`config.mk`:
```
export PLATFORM = sky130hd
export DESIGN_NAME = bresenham_line_pixel_generator
export DESIGN_NICKNAME = d
export VERILOG_FILES = /design/src/rtl/bres_pkg.sv /design/src/rtl/bres_core.sv /design/src/rtl/bresenham_line_pixel_generator.sv
export SDC_FILE = /design/constraint.sdc
export NUM_CORES = 1
export LEC_CHECK = 0
export ABC_AREA = 1
export BUFFER_PORTS_ARGS = -buffer_cell sky130_fd_sc_hd__buf_2
export CAP_MARGIN = 20
export CORE_MARGIN = 2
export CORE_UTILIZATION = 40
export DETAILED_ROUTE_END_ITERATION = 7
export PLACE_DENSITY = 0.61
export SYNTH_ARGS = -nofsm -noshare
export SYNTH_HDL_FRONTEND = slang
export SYNTH_SLANG_ARGS = --single-unit
```
`constraint.sdc`:
```
create_clock -name i_clk -period 7.2 [get_ports i_clk]
set_clock_uncertainty 0.1 [all_clocks]
set_input_delay 1.08 -clock i_clk [delete_from_list [all_inputs] [get_ports i_clk]]
set_output_delay 1.08 -clock i_clk [all_outputs]
set_load 0.01 [all_outputs]
```
`src/rtl/bres_pkg.sv`:
```
// ----------------------------------------------------------------------------
// bres_pkg
// Shared types and constants for the Bresenham line pixel generator.
// ----------------------------------------------------------------------------
package bres_pkg;

    localparam int COORD_BITS    = 12;
    localparam int DEC_BITS      = COORD_BITS + 3;
    localparam int COLOR_BITS    = 24;
    localparam int SCREEN_WIDTH  = 1024;
    localparam int SCREEN_HEIGHT = 768;
    localparam int IN_DATA_BITS  = 4 * COORD_BITS;
    localparam int OUT_DATA_BITS = 2 * COORD_BITS + COLOR_BITS;

    localparam logic [COLOR_BITS-1:0] COLOR_RESET = 24'hFFFFFF;

    typedef logic signed [COORD_BITS-1:0] t_coord;
    typedef logic [COORD_BITS-1:0]        t_delta;
    typedef logic signed [DEC_BITS-1:0]   t_dec;
    typedef logic [COLOR_BITS-1:0]        t_color;

    typedef enum logic {
        REQ_START = 1'b0,
        REQ_STEP  = 1'b1
    } t_req_type;

    typedef struct packed {
        t_req_type req_type;
        t_coord    start_x;
        t_coord    start_y;
        t_coord    end_x;
        t_coord    end_y;
    } t_req;

    typedef struct packed {
        t_coord pixel_x;
        t_coord pixel_y;
        t_color pixel_color;
        logic   visible;
        logic   last;
    } t_pixel;

endpackage

```
`src/rtl/bres_core.sv`:
```
// ----------------------------------------------------------------------------
// bres_core
// Line state and per-item rasterizer logic: loads endpoints on a start
// transaction, emits one pixel and advances the decision term on active steps.
// ----------------------------------------------------------------------------
module bres_core (
    input  logic              i_clk,
    input  logic              i_rst_n,
    input  logic              i_en,
    input  bres_pkg::t_req    i_req,
    input  bres_pkg::t_color  i_color,
    output logic              o_pix_valid,
    output bres_pkg::t_pixel  o_pix
);

    logic             r_active,      n_active;
    logic             r_major_is_x,  n_major_is_x;
    bres_pkg::t_coord r_cur_x,       n_cur_x;
    bres_pkg::t_coord r_cur_y,       n_cur_y;
    bres_pkg::t_coord r_major_end,   n_major_end;
    logic             r_minor_neg,   n_minor_neg;
    bres_pkg::t_delta r_dmaj,        n_dmaj;
    bres_pkg::t_delta r_dmin,        n_dmin;
    bres_pkg::t_dec   r_dec,         n_dec;

    logic signed [bres_pkg::COORD_BITS:0] w_dx_s, w_dy_s;
    bres_pkg::t_delta w_dx, w_dy, w_dmaj, w_dmin;
    logic             w_major_is_x, w_swap;
    bres_pkg::t_coord w_fmaj, w_fmin, w_lmaj, w_lmin, w_first_maj, w_first_min;
    bres_pkg::t_coord w_maj, w_mnr, w_mnr_next, w_maj_next;
    logic             w_last, w_vis;
    bres_pkg::t_dec   w_dec_init, w_d2min, w_d2maj;

    // endpoint setup
    always_comb begin
        w_dx_s = $signed({i_req.start_x[bres_pkg::COORD_BITS-1], i_req.start_x})
               - $signed({i_req.end_x[bres_pkg::COORD_BITS-1], i_req.end_x});
        w_dy_s = $signed({i_req.start_y[bres_pkg::COORD_BITS-1], i_req.start_y})
               - $signed({i_req.end_y[bres_pkg::COORD_BITS-1], i_req.end_y});
        w_dx = w_dx_s[bres_pkg::COORD_BITS] ? bres_pkg::COORD_BITS'(-w_dx_s)
                                            : w_dx_s[bres_pkg::COORD_BITS-1:0];
        w_dy = w_dy_s[bres_pkg::COORD_BITS] ? bres_pkg::COORD_BITS'(-w_dy_s)
                                            : w_dy_s[bres_pkg::COORD_BITS-1:0];
        w_major_is_x = w_dx > w_dy;
        if (w_major_is_x) begin
            w_dmaj = w_dx;
            w_dmin = w_dy;
            w_fmaj = i_req.start_x;
            w_fmin = i_req.start_y;
            w_lmaj = i_req.end_x;
            w_lmin = i_req.end_y;
        end else begin
            w_dmaj = w_dy;
            w_dmin = w_dx;
            w_fmaj = i_req.start_y;
            w_fmin = i_req.start_x;
            w_lmaj = i_req.end_y;
            w_lmin = i_req.end_x;
        end
        w_swap      = w_fmaj > w_lmaj;
        w_first_maj = w_swap ? w_lmaj : w_fmaj;
        w_first_min = w_swap ? w_lmin : w_fmin;
        w_dec_init  = $signed({2'b00, w_dmin, 1'b0}) - $signed({3'b000, w_dmaj});
    end

    // step datapath
    always_comb begin
        w_maj      = r_major_is_x ? r_cur_x : r_cur_y;
        w_mnr      = r_major_is_x ? r_cur_y : r_cur_x;
        w_last     = w_maj == r_major_end;
        w_vis      = !r_cur_x[bres_pkg::COORD_BITS-1]
                  && (r_cur_x < bres_pkg::t_coord'(bres_pkg::SCREEN_WIDTH))
                  && !r_cur_y[bres_pkg::COORD_BITS-1]
                  && (r_cur_y < bres_pkg::t_coord'(bres_pkg::SCREEN_HEIGHT));
        w_mnr_next = r_minor_neg ? w_mnr - bres_pkg::t_coord'(1)
                                 : w_mnr + bres_pkg::t_coord'(1);
        w_maj_next = w_maj + bres_pkg::t_coord'(1);
        w_d2min    = $signed({2'b00, r_dmin, 1'b0});
        w_d2maj    = $signed({2'b00, r_dmaj, 1'b0});
    end

    always_comb begin
        n_active     = r_active;
        n_major_is_x = r_major_is_x;
        n_cur_x      = r_cur_x;
        n_cur_y      = r_cur_y;
        n_major_end  = r_major_end;
        n_minor_neg  = r_minor_neg;
        n_dmaj       = r_dmaj;
        n_dmin       = r_dmin;
        n_dec        = r_dec;
        o_pix_valid  = 1'b0;
        if (i_en) begin
            unique case (i_req.req_type)
                bres_pkg::REQ_START: begin
                    n_active     = 1'b1;
                    n_major_is_x = w_major_is_x;
                    n_dmaj       = w_dmaj;
                    n_dmin       = w_dmin;
                    n_major_end  = w_swap ? w_fmaj : w_lmaj;
                    n_minor_neg  = !(w_first_min < (w_swap ? w_fmin : w_lmin));
                    n_cur_x      = w_major_is_x ? w_first_maj : w_first_min;
                    n_cur_y      = w_major_is_x ? w_first_min : w_first_maj;
                    n_dec        = w_dec_init;
                end
                bres_pkg::REQ_STEP: begin
                    if (r_active) begin
                        o_pix_valid = 1'b1;
                        if (w_last) begin
                            n_active = 1'b0;
                        end else begin
                            if (r_dec[bres_pkg::DEC_BITS-1]) begin
                                n_dec = r_dec + w_d2min;
                            end else begin
                                n_dec = r_dec + w_d2min - w_d2maj;
                                if (r_major_is_x) begin
                                    n_cur_y = w_mnr_next;
                                end else begin
                                    n_cur_x = w_mnr_next;
                                end
                            end
                            if (r_major_is_x) begin
                                n_cur_x = w_maj_next;
                            end else begin
                                n_cur_y = w_maj_next;
                            end
                        end
                    end
                end
                default: begin
                    n_active = r_active;
                end
            endcase
        end
    end

    always_comb begin
        o_pix.pixel_x     = r_cur_x;
        o_pix.pixel_y     = r_cur_y;
        o_pix.pixel_color = i_color;
        o_pix.visible     = w_vis;
        o_pix.last        = w_last;
    end

    always_ff @(posedge i_clk) begin
        if (!i_rst_n) begin
            r_active     <= 1'b0;
            r_major_is_x <= 1'b0;
            r_cur_x      <= '0;
            r_cur_y      <= '0;
            r_major_end  <= '0;
            r_minor_neg  <= 1'b0;
            r_dmaj       <= '0;
            r_dmin       <= '0;
            r_dec        <= '0;
        end else begin
            r_active     <= n_active;
            r_major_is_x <= n_major_is_x;
            r_cur_x      <= n_cur_x;
            r_cur_y      <= n_cur_y;
            r_major_end  <= n_major_end;
            r_minor_neg  <= n_minor_neg;
            r_dmaj       <= n_dmaj;
            r_dmin       <= n_dmin;
            r_dec        <= n_dec;
        end
    end

`ifndef SYNTHESIS
    a_last_ends_line : assert property (@(posedge i_clk) disable iff (!i_rst_n)
        (i_en && i_req.req_type == bres_pkg::REQ_STEP && r_active && w_last)
        |=> !r_active)
        else $error("line still active after its last pixel");

    a_start_loads : assert property (@(posedge i_clk) disable iff (!i_rst_n)
        (i_en && i_req.req_type == bres_pkg::REQ_START) |=> r_active)
        else $error("start transaction did not activate a line");

    a_dec_bounds : assert property (@(posedge i_clk) disable iff (!i_rst_n)
        r_active |-> (r_dec <= $signed({2'b00, r_dmin, 1'b0}))
                  && (r_dec >= -$signed({2'b00, r_dmaj, 1'b0})))
        else $error("decision term out of range");

    a_minor_le_major : assert property (@(posedge i_clk) disable iff (!i_rst_n)
        r_active |-> (r_dmin <= r_dmaj))
        else $error("minor delta exceeds major delta");
`endif

endmodule

```
`src/rtl/bresenham_line_pixel_generator.sv`:
```
// ----------------------------------------------------------------------------
// bresenham_line_pixel_generator
// Integer Bresenham line rasterizer with stream input and pixel output.
// ----------------------------------------------------------------------------
// A start transaction (tuser 0) loads two endpoints and emits nothing; each
// step transaction (tuser 1) while a line is active emits one pixel, and the
// final endpoint is flagged with tlast, after which steps emit nothing until
// the next start. One transaction is taken per cycle while the output is not
// stalled; each request is registered in r_in and each pixel in r_out.
// ----------------------------------------------------------------------------
module bresenham_line_pixel_generator (
    input  logic                                  i_clk,
    input  logic                                  i_rst_n,
    input  logic                                  i_cfg_wr_en,
    input  logic [bres_pkg::COLOR_BITS-1:0]       i_cfg_wr_data,
    input  logic                                  i_s_tvalid,
    output logic                                  o_s_tready,
    // start_x, start_y, end_x, end_y
    input  logic [bres_pkg::IN_DATA_BITS-1:0]     i_s_tdata,
    // req_type
    input  logic                                  i_s_tuser,
    output logic                                  o_m_tvalid,
    input  logic                                  i_m_tready,
    // pixel_x, pixel_y, pixel_color
    output logic [bres_pkg::OUT_DATA_BITS-1:0]    o_m_tdata,
    // visible
    output logic                                  o_m_tuser,
    output logic                                  o_m_tlast
);

    localparam int CB = bres_pkg::COORD_BITS;

    logic              r_in_valid;
    bres_pkg::t_req    r_in;
    logic              r_out_valid;
    bres_pkg::t_pixel  r_out;
    bres_pkg::t_color  r_color;
    logic              w_adv;
    logic              w_pix_valid;
    bres_pkg::t_pixel  w_pix;

    assign w_adv      = !r_out_valid || i_m_tready;
    assign o_s_tready = !r_in_valid || w_adv;

    always_ff @(posedge i_clk) begin
        if (!i_rst_n) begin
            r_color     <= bres_pkg::COLOR_RESET;
            r_in_valid  <= 1'b0;
            r_out_valid <= 1'b0;
        end else begin
            if (i_cfg_wr_en) begin
                r_color <= i_cfg_wr_data;
            end
            if (o_s_tready) begin
                r_in_valid <= i_s_tvalid;
            end
            if (w_adv) begin
                r_out_valid <= r_in_valid && w_pix_valid;
            end
        end
    end

    always_ff @(posedge i_clk) begin
        if (o_s_tready) begin
            r_in.req_type <= bres_pkg::t_req_type'(i_s_tuser);
            r_in.start_x  <= i_s_tdata[CB-1:0];
            r_in.start_y  <= i_s_tdata[2*CB-1:CB];
            r_in.end_x    <= i_s_tdata[3*CB-1:2*CB];
            r_in.end_y    <= i_s_tdata[4*CB-1:3*CB];
        end
        if (w_adv) begin
            r_out <= w_pix;
        end
    end

    bres_core u_core (
        .i_clk       (i_clk),
        .i_rst_n     (i_rst_n),
        .i_en        (r_in_valid && w_adv),
        .i_req       (r_in),
        .i_color     (r_color),
        .o_pix_valid (w_pix_valid),
        .o_pix       (w_pix)
    );

    assign o_m_tvalid = r_out_valid;
    assign o_m_tdata  = {r_out.pixel_color, r_out.pixel_y, r_out.pixel_x};
    assign o_m_tuser  = r_out.visible;
    assign o_m_tlast  = r_out.last;

endmodule
```
; ---- After elaboration in Yosys (flattened, before gate mapping)
; Index checks and enable logic that the tools add are counted.
[classes]
reduce_logical = 16
addsub = 10
n_mul = 0
mux = 36
n_lt_le_gt_ge = 5
n_bitwise = 1
div_mod_pow = 0
shifts = 0
eq_ne = 5
[op_table]
columns = op, n
row1 = 2-to-1 mux 12 bit, 24
row2 = case mux 12 bit (2 select lines), 2
row3 = 2-to-1 mux 15 bit, 3
row4 = case mux 15 bit (2 select lines), 1
row5 = subtractor 12 x 12 -> 13 bit, 2
row6 = adder 12 x 2 -> 12 bit (second input constant), 2
row7 = > comparator 12 bit, 2
row8 = negation 12 bit, 2
row9 = adder 15 x 14 -> 15 bit, 1
row10 = subtractor 15 x 14 -> 15 bit, 1
row11 = subtractor 13 x 12 -> 14 bit, 1
row12 = == test 12 bit, 1
row13 = less-than comparator 12 x 11 -> 1 bit (second input constant), 1
row14 = less-than comparator 12 bit, 1
row15 = less-than comparator 12 bit (second input constant), 1
row16 = subtractor 12 x 2 -> 12 bit (second input constant), 1
row17 = AND reduction 4 bit, 2
row18 = logical AND 1 bit, 5
row19 = zero test 1 bit, 5
row20 = 2-to-1 mux 1 bit, 5
row21 = inequality test 3 x 2 -> 1 bit (second input constant), 1
row22 = inequality test 3 bit (second input constant), 1
row23 = AND reduction 3 bit, 1
row24 = logical OR 1 bit, 2
row25 = other kinds (5), 5
[totals]
memories = 0
ram_bits = 0
ff_bits = 203
elab_cells = 95
inputBits = 78
latchBits = 0
romBits = 0
out_inout_bits = 52

; ---- Depth between registers and ports, before layout
[depth]
word_depth = 9
ltp_mapped = 54
ltp_nobuf = 49

; ---- Modules after synthesis
; From an unflattened synthesis, not the netlist that was laid out.
[hier_totals]
cells_unflattened = 1982
hier_area_um2 = 14536.4
[by_module_without_submodules]
columns = mod, cells_each, instances, seq_area_each_um2, area_each_um2
row1 = bres_core, 1767, 1, 1541.5, 10547.6
row2 = bresenham_line_pixel_generator, 215, 1, 3493.4, 3988.8

; ---- Worst setup path after synthesis
; Ideal clock, no wire load.
[synth_path]
kind = flip-flop to flip-flop
start = register r_in[12] (netlist bit)
end = register u_core.r_minor_neg
t_arrival_ns = 5.932
synth_period_minus_slack_ns = 6.150
n_path_buf = 5
setup_slack_ns = 1.050
path_stages_with_launch = 43
path_cell_list = edfxtp_1 > ha_1 > fa_1 > inv_1 > nand3_1 > nand3_2 > xnor2_1 > inv_1 > nor2_1 > nand4_1 > nor3b_1 > nor2_1 > nand2_1 > nand2_1 > ha_1 > nand2_1 > inv_1 > nand2_1 > [... 7 more ...] > inv_1 > ha_1 > a21o_1 > or2_2 > a21oi_1 > buf_2 > clkbuf_1 > buf_2 > nand2_1 > o21ai_0 > ha_1 > a21oi_1 > nand3b_1 > a21oi_1 > nor2_1 > a21oi_1 > nor2_1 > nor2_1
[synth_via]
elab_chain_cells = 9
word_cells_on_any_way = 13
cone_classes = add/sub (2) / order compare (3) / mux (7) / reduce/logical (1)
[synth_lines]
columns = element, line_no
row1 = start: declaration, bresenham_line_pixel_generator.sv:34  ; bres_pkg::t_req r_in;
row2 = subtractor 12 x 12 -> 13 bit, bres_core.sv:37  ; - $signed({i_req.end_x[bres_pkg::COORD_BITS-1], i_req.end_x});
row3 = negation 12 bit, bres_core.sv:40  ; w_dx = w_dx_s[bres_pkg::COORD_BITS] ? bres_pkg::COORD_BITS'(-w_dx_s)
row4 = 2-to-1 mux 12 bit, bres_core.sv:40
row5 = > comparator 12 bit, bres_core.sv:44  ; w_major_is_x = w_dx > w_dy;
row6 = 2-to-1 mux 12 bit, bres_core.sv:45  ; if (w_major_is_x) begin
row7 = > comparator 12 bit, bres_core.sv:60  ; w_swap = w_fmaj > w_lmaj;
row8 = 2-to-1 mux 12 bit (on tied branches), "bres_core.sv:62, bres_core.sv:101"
row9 = less-than comparator 12 bit (*), bres_core.sv:101  ; n_minor_neg = !(w_first_min < (w_swap ? w_fmin : w_lmin));
row10 = zero test 1 bit (*), bres_core.sv:101
row11 = end signal: assignment, bres_core.sv:162  ; r_minor_neg <= n_minor_neg;
row12 = end: declaration, bres_core.sv:21  ; logic r_minor_neg, n_minor_neg;
; Mark *: on every way between the ends. The rest lies on a longest branch, timed or not.
; A chain may end at the register's enable or synchronous reset.

; ---- Final worst setup path
[layout_path]
start = register r_in[36] (netlist bit)
end = register u_core.r_minor_neg
; Same word-level chain as after synthesis.

==> results.ini <==
[drt]
wire_per_inst_um=15.6
drt_iter0_markers=927
vias=13100
viasPerCell=5.19
wl_um=39500
ant_nets=0
drtPass1Iterations=6
drc_errors=0

[yosys]
dominantRegCellSynth=dfxtp_1
ys.warnings.count=0
yosysMostFrequentCell=nand2_1
synth.avg_cell_area_sq_um=7.33
syn_area_sq_um=14300
yosys.area.top_type=edfxtp_1
synth_area_leaders=edfxtp_1 (21%), dfxtp_1 (14%), nand2_1 (14%), ha_1 (9.4%), inv_1 (6.4%)
syn_nets=2141
ys_types=54
syn_inst=1950
synth_edf_count=99
synth_top_area_share_pct=20.8
seq_area_frac_synth_pct=35.2
synth-seq-cells=202
synthArstFlopShare_pct=0
synth_common_cells=nand2_1 (531), inv_1 (243), o21ai_0 (175)

[hold_path]
min_path_type=register to register

[global_routing]
grt_max_degree=86
overflow=0
grt_pass1_vias=11900
grt_pass1_wl_um=61400
grt_util_all_layers_pct=20.6
antenna_found_initial=0

[critical_path]
cpPeakStageDelay_ns=0.42
crit_family=simple AND/OR/NAND/NOR gates
crit_slowest_cell=fa_1
criticalPathCategory=register to register
worst-path-buf-inv=9
endpoint_kind=register
arrival_ns=7.08
start_kind=register
crit_fanout=65
cpMostUsedCell=nand2_1
crit_required_ns=7.51

[timing]
worst_slew_pin_slew_ns=0.990
rsz0062_at_grt=false
slew_headroom_pct=34.0
final-hold-violation-count=0
setup_tns_ns=0
period_share_pct=93.9
finalSetupViolations=0
holdWs_ns=0.327
finalCriticalPeriod_ns=6.76
fin_ws_ns=0.437
max_freq_ghz=0.148
finalMaxSlewViolations=0

[final_layout]
drive_gt1_share_pct=11.5
diodes=0
fin_cells=2525
nets=2237
syn_to_final_growth_pct=13.4

[die]
ios=130
die_x_um=193
die_h_um=193
num_rows=69
die-area_sq_um=37300
initial_core_util_pct=40.4
core-area_sq_um=35400

[place]
gp_congestion=1.03
hpwl_um=30100
placed_cells=2478
pre_cts_ws_ns=0.223
io_buffers=129

[clock_tree]
root_buffer=clkbuf_16
clock_sinks=202
htree_num_levels=1
cts_buffers=25
worstSkewPairLatency_ns=0.53
cts_tree=yes
clk_pin_slew_ns=0.06
cts_max_path_buffers=3

[pwr]
leakagePower_nw=7.87
ir_worst_vdd_v=0.000261
power.density_nw_per_um2=403

[job]
drv_cap=0

[run_status]
status=finished, final reports clean

worst reg2reg max path: cells and delay by family (launching register included):
kind                       cells  cell delay [ns]
AOI/OAI and AO/OA              4             0.85
adders and majority gates      5             1.56
xor gates and xnor gates       1             0.20
DFF                            1             0.38
and+or+nand+nor               26             2.52
buffers and inverters          9             1.05
registers in the layout (all words and copies together), names as in the netlist:
name	cells
o_m_tdata	48
o_m_tlast	1
o_m_tuser	1
o_m_tvalid	1
r_color	24
r_in	49
r_in_valid	1
u_core.r_active	1
u_core.r_cur_x	12
u_core.r_cur_y	12
u_core.r_dec	14
u_core.r_dmaj	12
u_core.r_dmin	12
u_core.r_major_end	12
u_core.r_major_is_x	1
u_core.r_minor_neg	1
area by class of cell:
| cell class | count | area (sq um) |
|---|---|---|
| Clock buffer | 29 | 662 |
| Clock inverter | 16 | 170 |
| Fill cell | 3613 | 19200 |
| Inverter | 250 | 943 |
| Multi-Input combinational cell | 1423 | 8040 |
| Sequential cell | 202 | 5040 |
| Tap cell | 461 | 577 |
| Timing Repair Buffer | 144 | 783 |
path summary, 6_finish.rpt:
path / slack (ns) / to / cells past startpoint / startpoint
max: 0.44 / u_core.r_minor_neg / 45 / r_in[36]
min: 0.33 / o_m_tdata[24] / 0 / r_color[0]
max reg2reg: 0.44 / u_core.r_minor_neg / 45 / r_in[36]
min reg2reg: 0.33 / o_m_tdata[24] / 0 / r_color[0]
power by group:
part           leakage, nW  switching (mW)  internal [mW]  total, mW
Clock                0.413           0.508          0.769       1.28
Sequential            1.90          0.0736           1.31       1.38
Combinational         5.56            2.52           1.34       3.87
Total                 7.87            3.10           3.42       6.53
layer usage:
layer	GRT usage (%)	up-vias	wire length, um
met3	2.52	60	2330
met2	32.8	362	17200
met1	29.4	5964	19100
met4	5.62	0	888
li1	-	6718	-
met5	0	-	0
cell families after synthesis:
group	after synthesis	share of synthesized area, %
and+or+nand+nor	785	23.1
buffers and inverters	327	9.13
xor gates and xnor gates	64	4.02
DFF	202	35.2
adders and majority gates	113	10.2
AOI/OAI and AO/OA	459	18.3
cells in the final DEF, fill, tap and decap left out, types with 42 or more instances in the layout:
| cell | n |
|---|---|
| a21oi_1 | 121 |
| buf_2 | 129 |
| dfxtp_1 | 102 |
| edfxtp_1 | 99 |
| ha_1 | 107 |
| inv_1 | 243 |
| nand2_1 | 527 |
| nand3_1 | 114 |
| nor2_1 | 68 |
| o21ai_0 | 169 |
| o21ai_1 | 42 |
through the flow:
stage          utilization (%)  power [mW]  cell area [sq um]
4_1_cts                   45.7        6.47              16200
6_report                  45.8        6.53              16200
5_1_grt                   45.8        7.14              16200
3_3_place_gp              43.3        5.11              15300
3_5_place_dp              43.3        5.16              15300
2_1_floorplan                -        4.24              14300
repair_timing:
item                       CTS  global route
hold buffers                 0             0
gates resized for setup      0            12
setup endpoints to repair    0            10
setup buffers                0             0
Note: power is estimated with default switching activity, not from simulation.
